### src/hw/rtl/sfs_pkg.sv
// Shared types, codes and widths for the sprite frame sequencer.
`default_nettype none
package sfs_pkg;

  localparam int PAT_W  = 8;
  localparam int TICK_W = 17;
  localparam int IVL_W  = 16;
  localparam int COL_W  = 8;
  localparam int TILE_W = 17;
  localparam int OFF_W  = 24;
  localparam int CMD_W  = 2;
  localparam int MODE_W = 3;
  localparam int CFG_IW = 3;
  localparam int CFG_DW = 17;
  localparam int PROD_W = PAT_W + TILE_W;
  localparam int Q_DEPTH = 2;
  localparam int Q_AW    = (Q_DEPTH > 1) ? $clog2(Q_DEPTH) : 1;
  localparam int Q_CW    = $clog2(Q_DEPTH + 1);

  localparam logic [TICK_W-1:0] TICK_MAX = {TICK_W{1'b1}};
  localparam logic [OFF_W-1:0]  OFF_MAX  = {OFF_W{1'b1}};

  localparam logic [CMD_W-1:0] CMD_TICK  = 2'd0;
  localparam logic [CMD_W-1:0] CMD_SET   = 2'd1;
  localparam logic [CMD_W-1:0] CMD_RESET = 2'd2;

  localparam logic [MODE_W-1:0] MODE_LOOP     = 3'd0;
  localparam logic [MODE_W-1:0] MODE_REV_LOOP = 3'd1;
  localparam logic [MODE_W-1:0] MODE_ONCE     = 3'd2;
  localparam logic [MODE_W-1:0] MODE_REV_ONCE = 3'd3;
  localparam logic [MODE_W-1:0] MODE_PINGPONG = 3'd4;
  localparam logic [MODE_W-1:0] MODE_FROZEN   = 3'd5;

  localparam logic [CFG_IW-1:0] REG_RANGE_FIRST = 3'd0;
  localparam logic [CFG_IW-1:0] REG_RANGE_LAST  = 3'd1;
  localparam logic [CFG_IW-1:0] REG_MODE        = 3'd2;
  localparam logic [CFG_IW-1:0] REG_INTERVAL    = 3'd3;
  localparam logic [CFG_IW-1:0] REG_COLUMNS     = 3'd4;
  localparam logic [CFG_IW-1:0] REG_TILE_WIDTH  = 3'd5;
  localparam logic [CFG_IW-1:0] REG_TILE_HEIGHT = 3'd6;

  typedef struct packed {
    logic [CMD_W-1:0] command;
    logic [PAT_W-1:0] pattern_value;
  } cmd_t;

  typedef struct packed {
    logic [PAT_W-1:0] pattern_now;
    logic [OFF_W-1:0] offset_u;
    logic [OFF_W-1:0] offset_v;
    logic             finished;
  } res_t;

  typedef struct packed {
    logic [PAT_W-1:0]  range_first;
    logic [PAT_W-1:0]  range_last;
    logic [MODE_W-1:0] mode;
    logic [IVL_W-1:0]  interval;
    logic [COL_W-1:0]  columns;
    logic [TILE_W-1:0] tile_width;
    logic [TILE_W-1:0] tile_height;
  } cfg_t;

  // Work handed from the command front to the offset back end.
  typedef struct packed {
    logic [PAT_W-1:0] pattern;
    logic             finished;
  } job_t;

endpackage
`default_nettype wire

### src/hw/rtl/sfs_front.sv
// Command front end: tick counting, pattern stepping per animation mode, set and reset.
`default_nettype none
module sfs_front (
  input  wire logic          clk,
  input  wire logic          rst,
  input  wire sfs_pkg::cfg_t cfg,
  input  wire logic          push,
  input  wire sfs_pkg::cmd_t cmd,
  input  wire logic          q_full,
  output      logic          q_push,
  output      sfs_pkg::job_t q_job
);
  import sfs_pkg::*;

  logic [PAT_W-1:0]  pattern, pattern_next;
  logic [TICK_W-1:0] tick, tick_next, tick_inc;
  logic              backward, backward_next;
  logic              fin;
  logic [PAT_W-1:0]  step_pat;
  logic              step_back;
  logic              step_fin;

  assign q_push = push && !q_full;
  assign tick_inc = (tick == TICK_MAX) ? tick : tick + 1'b1;

  always_comb begin
    step_pat  = pattern;
    step_back = backward;
    step_fin  = 1'b0;
    unique case (cfg.mode)
      MODE_LOOP: begin
        step_pat = (cfg.range_last > pattern) ? pattern + 1'b1 : cfg.range_first;
      end
      MODE_REV_LOOP: begin
        step_pat = (cfg.range_first < pattern) ? pattern - 1'b1 : cfg.range_last;
      end
      MODE_ONCE: begin
        if (cfg.range_last > pattern) begin
          step_pat = pattern + 1'b1;
        end else begin
          step_pat = cfg.range_last;
          step_fin = 1'b1;
        end
      end
      MODE_REV_ONCE: begin
        if (cfg.range_first < pattern) begin
          step_pat = pattern - 1'b1;
        end else begin
          step_pat = cfg.range_first;
          step_fin = 1'b1;
        end
      end
      MODE_PINGPONG: begin
        // at a bound: flip direction and step one away from it, back into the range
        if (backward) begin
          if (cfg.range_first < pattern) begin
            step_pat = pattern - 1'b1;
          end else begin
            step_pat  = pattern + 1'b1;
            step_back = 1'b0;
          end
        end else begin
          if (cfg.range_last > pattern) begin
            step_pat = pattern + 1'b1;
          end else begin
            step_pat  = pattern - 1'b1;
            step_back = 1'b1;
          end
        end
      end
      default: begin
        // frozen, and the unused codes
      end
    endcase
  end

  always_comb begin
    pattern_next  = pattern;
    tick_next     = tick;
    backward_next = backward;
    fin           = 1'b0;
    if (q_push) begin
      unique case (cmd.command)
        CMD_TICK: begin
          tick_next = tick_inc;
          if (TICK_W'(cfg.interval) < tick_inc) begin
            pattern_next  = step_pat;
            backward_next = step_back;
            fin           = step_fin;
            tick_next     = '0;
          end
        end
        CMD_SET:   pattern_next = cmd.pattern_value;
        CMD_RESET: pattern_next = cfg.range_first;
        default: begin
        end
      endcase
    end
  end

  assign q_job.pattern  = pattern_next;
  assign q_job.finished = fin;

  always_ff @(posedge clk) begin
    if (rst) begin
      pattern  <= '0;
      tick     <= '0;
      backward <= 1'b0;
    end else begin
      pattern  <= pattern_next;
      tick     <= tick_next;
      backward <= backward_next;
    end
  end

endmodule
`default_nettype wire

### src/hw/rtl/sfs_queue.sv
// Short queue of jobs between the front end and the back end.
`default_nettype none
module sfs_queue (
  input  wire logic          clk,
  input  wire logic          rst,
  input  wire logic          wr,
  input  wire sfs_pkg::job_t wr_job,
  output      logic          full,
  input  wire logic          rd,
  output      logic          valid,
  output      sfs_pkg::job_t rd_job
);
  import sfs_pkg::*;

  job_t            slots [Q_DEPTH];
  logic [Q_AW-1:0] wr_ptr, rd_ptr;
  logic [Q_CW-1:0] count;

  assign full   = (count == Q_CW'(Q_DEPTH));
  assign valid  = (count != '0);
  assign rd_job = slots[rd_ptr];

  always_ff @(posedge clk) begin
    if (rst) begin
      wr_ptr <= '0;
      rd_ptr <= '0;
      count  <= '0;
    end else begin
      if (wr) begin
        slots[wr_ptr] <= wr_job;
        wr_ptr <= (wr_ptr == Q_AW'(Q_DEPTH - 1)) ? '0 : wr_ptr + 1'b1;
      end
      if (rd) begin
        rd_ptr <= (rd_ptr == Q_AW'(Q_DEPTH - 1)) ? '0 : rd_ptr + 1'b1;
      end
      if (wr && !rd) begin
        count <= count + 1'b1;
      end else if (rd && !wr) begin
        count <= count - 1'b1;
      end
    end
  end

endmodule
`default_nettype wire

### src/hw/rtl/sfs_back.sv
// Back end: serial column/row divide, offset multiply, saturate, result register.
`default_nettype none
module sfs_back (
  input  wire logic          clk,
  input  wire logic          rst,
  input  wire sfs_pkg::cfg_t cfg,
  input  wire logic          q_valid,
  input  wire sfs_pkg::job_t q_job,
  output      logic          q_pop,
  input  wire logic          pop,
  output      logic          res_valid,
  output      sfs_pkg::res_t res
);
  import sfs_pkg::*;

  localparam int CNT_W = $clog2(PAT_W);
  localparam logic [1:0] ST_IDLE = 2'd0;
  localparam logic [1:0] ST_DIV  = 2'd1;
  localparam logic [1:0] ST_MUL  = 2'd2;
  localparam logic [1:0] ST_OUT  = 2'd3;

  logic [1:0]        state;
  logic [CNT_W-1:0]  cnt;
  logic [PAT_W-1:0]  pat, quo;
  logic [COL_W-1:0]  rem, divisor;
  logic              fin;
  logic [COL_W:0]    rem_sh;
  logic              ge;
  logic [PROD_W-1:0] prod_u, prod_v;
  logic              out_free;

  assign q_pop    = (state == ST_IDLE) && q_valid;
  assign rem_sh   = {rem, quo[PAT_W-1]};
  assign ge       = (rem_sh >= {1'b0, divisor});
  assign out_free = !res_valid || pop;

  always_ff @(posedge clk) begin
    if (rst) begin
      state     <= ST_IDLE;
      res_valid <= 1'b0;
    end else begin
      if (pop) begin
        res_valid <= 1'b0;
      end
      unique case (state)
        ST_IDLE: begin
          if (q_valid) begin
            pat     <= q_job.pattern;
            quo     <= q_job.pattern;
            fin     <= q_job.finished;
            rem     <= '0;
            divisor <= (cfg.columns == '0) ? COL_W'(1) : cfg.columns;
            cnt     <= '0;
            state   <= ST_DIV;
          end
        end
        ST_DIV: begin
          // restoring divide, one quotient bit per cycle
          rem   <= ge ? COL_W'(rem_sh - {1'b0, divisor}) : rem_sh[COL_W-1:0];
          quo   <= {quo[PAT_W-2:0], ge};
          cnt   <= cnt + 1'b1;
          if (cnt == CNT_W'(PAT_W - 1)) begin
            state <= ST_MUL;
          end
        end
        ST_MUL: begin
          // rem is the column, quo the row
          prod_u <= PROD_W'(rem) * PROD_W'(cfg.tile_width);
          prod_v <= PROD_W'(quo) * PROD_W'(cfg.tile_height);
          state  <= ST_OUT;
        end
        ST_OUT: begin
          if (out_free) begin
            res.pattern_now <= pat;
            res.offset_u    <= (prod_u > PROD_W'(OFF_MAX)) ? OFF_MAX : prod_u[OFF_W-1:0];
            res.offset_v    <= (prod_v > PROD_W'(OFF_MAX)) ? OFF_MAX : prod_v[OFF_W-1:0];
            res.finished    <= fin;
            res_valid       <= 1'b1;
            state           <= ST_IDLE;
          end
        end
        default: state <= ST_IDLE;
      endcase
    end
  end

endmodule
`default_nettype wire

### src/hw/rtl/sprite_frame_sequencer.sv
// Sprite frame sequencer top level: config registers, front end, queue, back end.
//
// Commands enter on cmd with push/full (accepted when push && !full): frame
// tick, set pattern, or reset pattern to range_first. Every command yields
// one result: the pattern after it, its texture offsets (column and row of
// the pattern times tile width and height, saturated to 24 bits) and the
// finished flag of the once modes. Results leave on res with empty/pop, the
// oldest first; the result stays on res until popped.
// The front end applies each command in the cycle it is accepted and queues
// the pattern in a two-entry queue, so a few commands are taken back to back.
// The back end works on one item at a time: one load, 8 restoring-divide steps
// for column and row, one multiply, one saturate and write. That serial
// divider limits the sustained result rate; the back end takes no new item
// from the queue until it has written the result of the last one.
// If res is not popped, the back end holds its finished item, the queue
// fills and full rises. Config writes (cfg_valid/cfg_ready, cfg_ready always
// high) are taken any cycle and are meant only while no command is pending.
// Reset (rst, synchronous) clears the pattern, tick count and ping-pong
// direction and loads the register defaults; the block is ready at once.
`default_nettype none
module sprite_frame_sequencer (
  input  wire logic                         clk,
  input  wire logic                         rst,
  input  wire sfs_pkg::cmd_t                cmd,
  input  wire logic                         push,
  output      logic                         full,
  output      sfs_pkg::res_t                res,
  output      logic                         empty,
  input  wire logic                         pop,
  input  wire logic                         cfg_valid,
  output      logic                         cfg_ready,
  input  wire logic [sfs_pkg::CFG_IW-1:0]   cfg_index,
  input  wire logic [sfs_pkg::CFG_DW-1:0]   cfg_data
);
  import sfs_pkg::*;

  cfg_t cfg;
  logic q_push, q_full, q_pop, q_valid, res_valid;
  job_t q_in, q_out;

  assign cfg_ready = 1'b1;

  always_ff @(posedge clk) begin
    if (rst) begin
      cfg.range_first <= '0;
      cfg.range_last  <= '0;
      cfg.mode        <= MODE_LOOP;
      cfg.interval    <= IVL_W'(1);
      cfg.columns     <= COL_W'(1);
      cfg.tile_width  <= TILE_W'(65536);
      cfg.tile_height <= TILE_W'(65536);
    end else if (cfg_valid && cfg_ready) begin
      unique case (cfg_index)
        REG_RANGE_FIRST: cfg.range_first <= cfg_data[PAT_W-1:0];
        REG_RANGE_LAST:  cfg.range_last  <= cfg_data[PAT_W-1:0];
        REG_MODE:        cfg.mode        <= cfg_data[MODE_W-1:0];
        REG_INTERVAL:    cfg.interval    <= cfg_data[IVL_W-1:0];
        REG_COLUMNS:     cfg.columns     <= cfg_data[COL_W-1:0];
        REG_TILE_WIDTH:  cfg.tile_width  <= cfg_data[TILE_W-1:0];
        REG_TILE_HEIGHT: cfg.tile_height <= cfg_data[TILE_W-1:0];
        default: begin
        end
      endcase
    end
  end

  assign full = q_full;

  sfs_front u_front (
    .clk    (clk),
    .rst    (rst),
    .cfg    (cfg),
    .push   (push),
    .cmd    (cmd),
    .q_full (q_full),
    .q_push (q_push),
    .q_job  (q_in)
  );

  sfs_queue u_queue (
    .clk    (clk),
    .rst    (rst),
    .wr     (q_push),
    .wr_job (q_in),
    .full   (q_full),
    .rd     (q_pop),
    .valid  (q_valid),
    .rd_job (q_out)
  );

  sfs_back u_back (
    .clk       (clk),
    .rst       (rst),
    .cfg       (cfg),
    .q_valid   (q_valid),
    .q_job     (q_out),
    .q_pop     (q_pop),
    .pop       (pop),
    .res_valid (res_valid),
    .res       (res)
  );

  assign empty = !res_valid;

  a_no_overflow: assert property (@(posedge clk) disable iff (rst)
    q_push |-> !q_full)
    else $error("queue written while full");

  a_fin_once_only: assert property (@(posedge clk) disable iff (rst)
    (!empty && res.finished) |->
      (cfg.mode == MODE_ONCE || cfg.mode == MODE_REV_ONCE))
    else $error("finished flagged outside a once mode");

  a_u_zero_width: assert property (@(posedge clk) disable iff (rst)
    (!empty && cfg.tile_width == '0) |-> (res.offset_u == '0))
    else $error("nonzero u offset with zero tile width");

endmodule
`default_nettype wire
### config.mk
export PLATFORM = sky130hd
export DESIGN_NAME = sprite_frame_sequencer
export DESIGN_NICKNAME = d
export VERILOG_FILES = /design/src/hw/rtl/sfs_pkg.sv /design/src/hw/rtl/sfs_front.sv /design/src/hw/rtl/sfs_queue.sv /design/src/hw/rtl/sfs_back.sv /design/src/hw/rtl/sprite_frame_sequencer.sv
export SDC_FILE = /design/constraint.sdc
export NUM_CORES = 1
export LEC_CHECK = 0
export BUFFER_PORTS_ARGS = -buffer_cell sky130_fd_sc_hd__buf_2
export CAP_MARGIN = 10
export CORE_MARGIN = 2
export CORE_UTILIZATION = 39
export DETAILED_ROUTE_END_ITERATION = 16
export PLACE_DENSITY = 0.58
export RECOVER_POWER = 50
export SLEW_MARGIN = 0
export SYNTH_ARGS = -nofsm -noshare
export SYNTH_HDL_FRONTEND = slang
export SYNTH_SLANG_ARGS = --single-unit
### constraint.sdc
create_clock -name clk -period 6 [get_ports clk]
set_clock_uncertainty 0.05 [all_clocks]
set_input_delay 0.3 -clock clk [delete_from_list [all_inputs] [get_ports clk]]
set_output_delay 0.3 -clock clk [all_outputs]
set_load 0.005 [all_outputs]
-- Word-level counts from Yosys, hierarchy flattened
Memories as Yosys holds them, arrays and structs flattened. A register that Yosys moved wholly into a read port is not among the register bits.
Cells that the tools add are included.
- bits of input ports: 35
- register bits after elaboration: 253
- word-level logic and storage cells: 142
- memory bits (writable): 18
- output and inout port bits: 60
- memories: 1
- mux-type cells: 44
- $mul: 2
- order comparisons: 6
- eq/ne operators: 21
- add/subtract/negate cells: 9
- bitwise logic cells: 1
- reduce and logical (&&, ||, !) cells: 31
- memory list (name ; depth ; width ; read ports ; clocked after memory_dff ; write ports ; RTL line ; RTL):
    u_queue.slots ; 2 ; 9 ; 1 ; 1 ; 1 ; sfs_queue.sv:15 ; job_t slots [Q_DEPTH];
- operators with widths (kind ; count):
    two-way mux 8 bit ; 12
    greater-than comparator 25 x 24 -> 1 bit (second input constant) ; 2
    multiplier 8 x 17 -> 25 bit ; 2
    case mux 8 bit (5 select lines) ; 1
    two-way mux 17 bit ; 2
    case mux 8 bit (2 select lines) ; 2
    case mux 8 bit (3 select lines) ; 1
    AND reduction 2 bit ; 9
    adder 17 x 1 -> 17 bit (second input constant) ; 1
    == test 17 bit (second input constant) ; 1
    < comparator 16 x 17 -> 1 bit ; 1
    two-way mux 1 bit ; 17
    == test 3 bit (second input constant) ; 5
    == test 3 x 2 -> 1 bit (second input constant) ; 4
    AND reduction 3 bit ; 4
    two-way mux 2 bit ; 5
    greater-or-equal comparator 9 x 8 -> 1 bit ; 1
    adder 8 x 1 -> 8 bit (second input constant) ; 1
    == test 2 bit (second input constant) ; 4
    greater-than comparator 8 bit ; 1
    logical NOT 8 bit ; 1
    < comparator 8 bit ; 1
    case mux 2 bit (4 select lines) ; 1
    subtractor 8 x 1 -> 8 bit (second input constant) ; 1
    other kinds (19) ; 34

-- Depth between registers and ports, before layout
- depth in word-level cells: 7
- depth in mapped cells: 20
- mapped depth without buffers: 19

-- Modules after synthesis
From an unflattened synthesis, not the netlist that was laid out.
- cells, all modules: 2104
- area total of the unflattened synthesis: 21413.0 um2
- modules (own cells, without submodules) (module ; times used ; cells each ; seq. area each (um2) ; area each (um2)):
    sfs_back ; 1 ; 1350 ; 4354.2 ; 14279.9
    sfs_front ; 1 ; 426 ; 520.5 ; 3184.3
    sprite_frame_sequencer ; 1 ; 278 ; 1541.5 ; 3088.0
    sfs_queue ; 1 ; 50 ; 640.6 ; 860.8

-- Worst setup path after synthesis
OpenSTA, ideal clock, no wires.
- path type: input to register
- start: input rst
- end: register, netlist name u_back.res[0]
- buffers on the path: 2
- path slack: 0.525 ns
- arrival time: 4.871 ns
- setup time: 0.554 ns
- cell stages on the path: 3
- data required time: 5.396 ns
- path through: clkbuf_1 > clkbuf_1 > nor3b_1
- word-level cells in the longest chain between the ends: 2
- RTL lines (element ; RTL line ; RTL):
    start, declared ; sprite_frame_sequencer.sv:23 ; input wire logic rst,
    NOT 1 bit (no line) ; n/a ;
    AND reduction 3 bit (no line) ; n/a ;
No other way between the ends.
A chain may end at the register's enable or synchronous reset.

-- Final worst setup path
- start: register u_back.quo[4]
- end: register u_back.prod_v[24], data pin
- word-level cells in the longest chain between the ends: 1
- RTL lines (element ; RTL line ; RTL):
    start, declared ; sfs_back.sv:24 ; logic [PAT_W-1:0] pat, quo;
    start signal, assigned ; sfs_back.sv:49 ; quo <= q_job.pattern;
    start signal, assigned ; sfs_back.sv:60 ; quo <= {quo[PAT_W-2:0], ge};
    multiplier 8 x 17 -> 25 bit ; sfs_back.sv:69 ; prod_v <= PROD_W'(quo) * PROD_W'(cfg.tile_height);
    end signal, assigned ; sfs_back.sv:69 ;
    end, declared ; sfs_back.sv:29 ; logic [PROD_W-1:0] prod_u, prod_v;
No other way between the ends.

==> impl_results.md <==
* Largest net degree at the start of global routing at 85
* Worst-case clock buffer depth at 3
* # IOs at 95
* Commonest cells after routing, fill and taps aside: nand2_1 (254), inv_1 (246), and2_1 (227), fa_1 (181), edfxtp_1 (161)
* Number of antenna-violating nets in the routed design at 0
* HP Start: cfg_data[15]
* Arr. time, crit path at 5880 ps
* M1 GR Usage at roughly a quarter
* Std cell rows at 84
* Placed insts at around 2900
* CTS tree: yes
* Final setup violation count at 0
* Synth Cell Area at 0.0207 mm2
* Syn_area_per_cell at between 9 and 10 um2
* DP HPWL at 37.2 mm
* I/O Buffers at just over 90
* GR Util met3 at roughly 2.6%
* Vias in the first global route at between 10000 and 15000
* Max cap viols at 2
* WL final at about 50 mm
* Initial core utilization at 39.4%
* Yosys warns at 0
* Leak at about 10 nW
* DRT Pass-1 Iters at 5
* Final TNS setup at 0 ps
* P per Cell Area at approximately 280 mW/mm2
* Share of cells above drive strength 1 at 9.06%
* Antenna diodes at 0
* Initial DRC count at 830
* Core Util, Final at 43.6%
* Placer Congestion at a little under 0.9
* #FFs+latches synth at about 270
* Antenna violations before repair at 2
* Post-Syn Instances at 2144
* DIE WIDTH at approximately 230 um
* Tcrit/Tclk final at about 94%
* Hold_ws at 35.5 ps
* Clock power share at between 20% and 30%
* Total GRT Usage at between 15 and 20%
* Fmax at ~180 MHz
* Req. time, crit path at 6260 ps
* Post-synthesis sequential area ratio at between 30% and 40%
* Sequential share of power at roughly two fifths
* Via count at between 10000 and 15000
* Distinct cells, synth at 64
* Post-synth EDFFs at about 160
* Int Pwr at around 0.0042 W
* Multi-input logic area at between 0.01 and 0.015 mm2
* Die Footprint at 0.0550 mm2
* Crit path launch: u_back.quo[4]
* Failing checks: capacitance limit, slew limit
* Grt ovf at 0
* Number of buffers created by CTS at 31
* Net Sw Power at roughly 0.0022 W
* Switching share of total power at 34.7%
* Max IR drop VDD at between 0.2 and 0.25 mV
* Setup Fix Bufs, Post-CTS at 0
* Worst setup EP type: flop
* Pins Over Slew Limit at between 100 and 150
* Most common cell after layout, fill and taps aside: nand2_1
* Filler instances at approximately 5100
* Fin nets at 2570
* Power Total at ~0.0064 W
* Syn Nets at about 2500
* First-pass GRT wire length at ~79 mm
* Clk root buf: clkbuf_16
* WL/cell at 16.7 um
* Register area at about 0.0071 mm2
* Later-pin clock latency in the skew report at roughly 590 ps
* Combinational fraction of design power at slightly below 30%
* Clock Pin Slew Worst Setup and Hold Paths at ~60 ps
* Reg-to-reg startpoint: u_back.quo[4]
* Synthesis-to-layout area growth at 10.7%
* Relative slew margins at -146%
* Worst-path maximum fanout at 18
* RSZ-0062 raised after global routing: no
* Critical path class: reg -> reg
* Slew @ Worst Pin at roughly 3700 ps
* Min-Delay Path Class: in -> reg
* Post-route DRC at 0
* Critical Path Start Type: flop
* Final count of hold timing violations at 0
* Die height at 234 um
* H-tree level count at 1
* CTS sink cnt at between 200 and 300
* Busiest grt layer: met2
* Min cycle time layout at around 5600 ps
* Placeable Area at roughly 0.053 mm2
* Dominant synthesized flop cell: edfxtp_1
* Post-route insts no fill at about 2900
* Async SR Flop Fraction at 0%
* Via/cell ratio at about 5
* Status: finished, violations left
* GR Util met2 at approximately 29%
## synth_stat cells (4+ instances only)
master / instances / area share (%)
o22ai_1: 7 / 0.21
buf_1: 7 / 0.13
a21oi_1: 134 / 3.2
ha_1: 138 / 8.3
a21o_1: 22 / 0.80
or3_1: 7 / 0.21
nor2_1: 110 / 2.0
and2_1: 233 / 7.0
o31a_1: 5 / 0.21
edfxtp_1: 161 / 23
a2111oi_0: 4 / 0.17
a22oi_1: 4 / 0.14
o211ai_1: 8 / 0.29
nand2_1: 254 / 4.6
or2_2: 52 / 1.6
nand4_1: 12 / 0.36
o31ai_1: 4 / 0.14
o21a_1: 20 / 0.72
clkinv_1: 4 / 0.072
a21boi_0: 4 / 0.14
mux2i_1: 24 / 1.2
mux2_2: 24 / 1.3
and3_1: 12 / 0.36
o21bai_1: 7 / 0.25
nor2b_1: 11 / 0.33
fa_1: 181 / 17
nor3b_1: 5 / 0.18
a31oi_1: 4 / 0.12
o21ai_0: 57 / 1.4
nand2b_1: 16 / 0.48
xnor2_1: 50 / 2.1
dfxtp_1: 111 / 11
nor4_1: 8 / 0.24
o211a_1: 4 / 0.19
nor3_1: 29 / 0.70
inv_1: 246 / 4.5
a211oi_1: 8 / 0.29
xor2_1: 20 / 0.85
nand3_1: 32 / 0.77
clkbuf_1: 66 / 1.2
## critical path: stages, from the launching register on
cell and delay (ps):
edfxtp_1 690, nand2_1 160, fa_1 550, inv_1 50, fa_1 460, fa_1 540
inv_1 50, fa_1 530, inv_1 40, ha_1 200, or3_1 430, o31a_1 340
o221ai_1 290, o31ai_1 180, or4_1 450, nand3_1 110, o21ai_0 90, xnor2_1 140
## cells by family (layout without fill, tap and decap cells)
kind of cell / count (synthesis) / after routing / synth area share, %
AO/OA/AOI/OAI: 316 / 316 / 9.43
XOR/XNOR: 70 / 70 / 2.96
adder cells (fa/ha/maj): 319 / 319 / 25.8
buffers and inverters: 328 / 425 / 6.03
flip-flops: 272 / 272 / 34.1
multiplexers: 48 / 48 / 2.46
other: 1 / 1 / 0.0181
AND/OR/NAND/NOR: 790 / 790 / 19.2
## routing by layer
| layer | routed length (um) | share of wire (%) |
|---|---|---|
| met2 | 21800 | 44 |
| met1 | 23500 | 48 |
| met3 | 2680 | 5.5 |
| met4 | 1040 | 2.1 |
| met5 | 28 | 0.057 |
## final cells by class
type / instances / area share, %
multi-input combinational: 1544 / 54.2
sequential: 272 / 30.8
inverter: 250 / 4.09
clock buffer: 44 / 3.86
tap: 688 / 3.76
timing repair buffer: 117 / 2.69
clock inverter: 14 / 0.611
## power groups by stage
stage                     Sequential [W]  Clock, W  Combinational (W)
after detailed placement         0.00263         0            0.00192
after global routing             0.00264   0.00201            0.00216
final                            0.00260   0.00190            0.00191
after floorplan                  0.00244         0            0.00152
after CTS                        0.00259   0.00194            0.00194
after global placement           0.00262         0            0.00189
## through the flow
stage | instance area (um2) | worst slack (ps)
after floorplan | 20700 | 525
after global placement | 21900 | 448
after detailed placement | 21900 | 381
after CTS | 23000 | 360
after global routing | 22900 | 48.1
final | 22900 | 382
## final timing paths
path | slack (ps) | end | depth (start not counted)
worst min register to register | 380 | u_back.res[53] | 0
worst max-delay path | 380 | u_back.prod_v[24] | 17
worst max register to register | 380 | u_back.prod_v[24] | 17
worst min-delay path | 40 | cfg[32] | 3
## sequential cells by signal, summed over array words and instances, names as in the netlist, 17 cells and up, named ones only
name / flops
u_queue.slots: 18
u_back.prod_v: 25
u_front.tick: 17
u_back.prod_u: 25
cfg: 77
u_back.res: 57
## what timing repair did
action,4_1_cts,5_1_grt
endpoints found under the setup margin,0,1
hold buffers,8,0
endpoints found under the hold margin,18,0
resized for setup,0,1
Power figures use the tool's default switching activity.
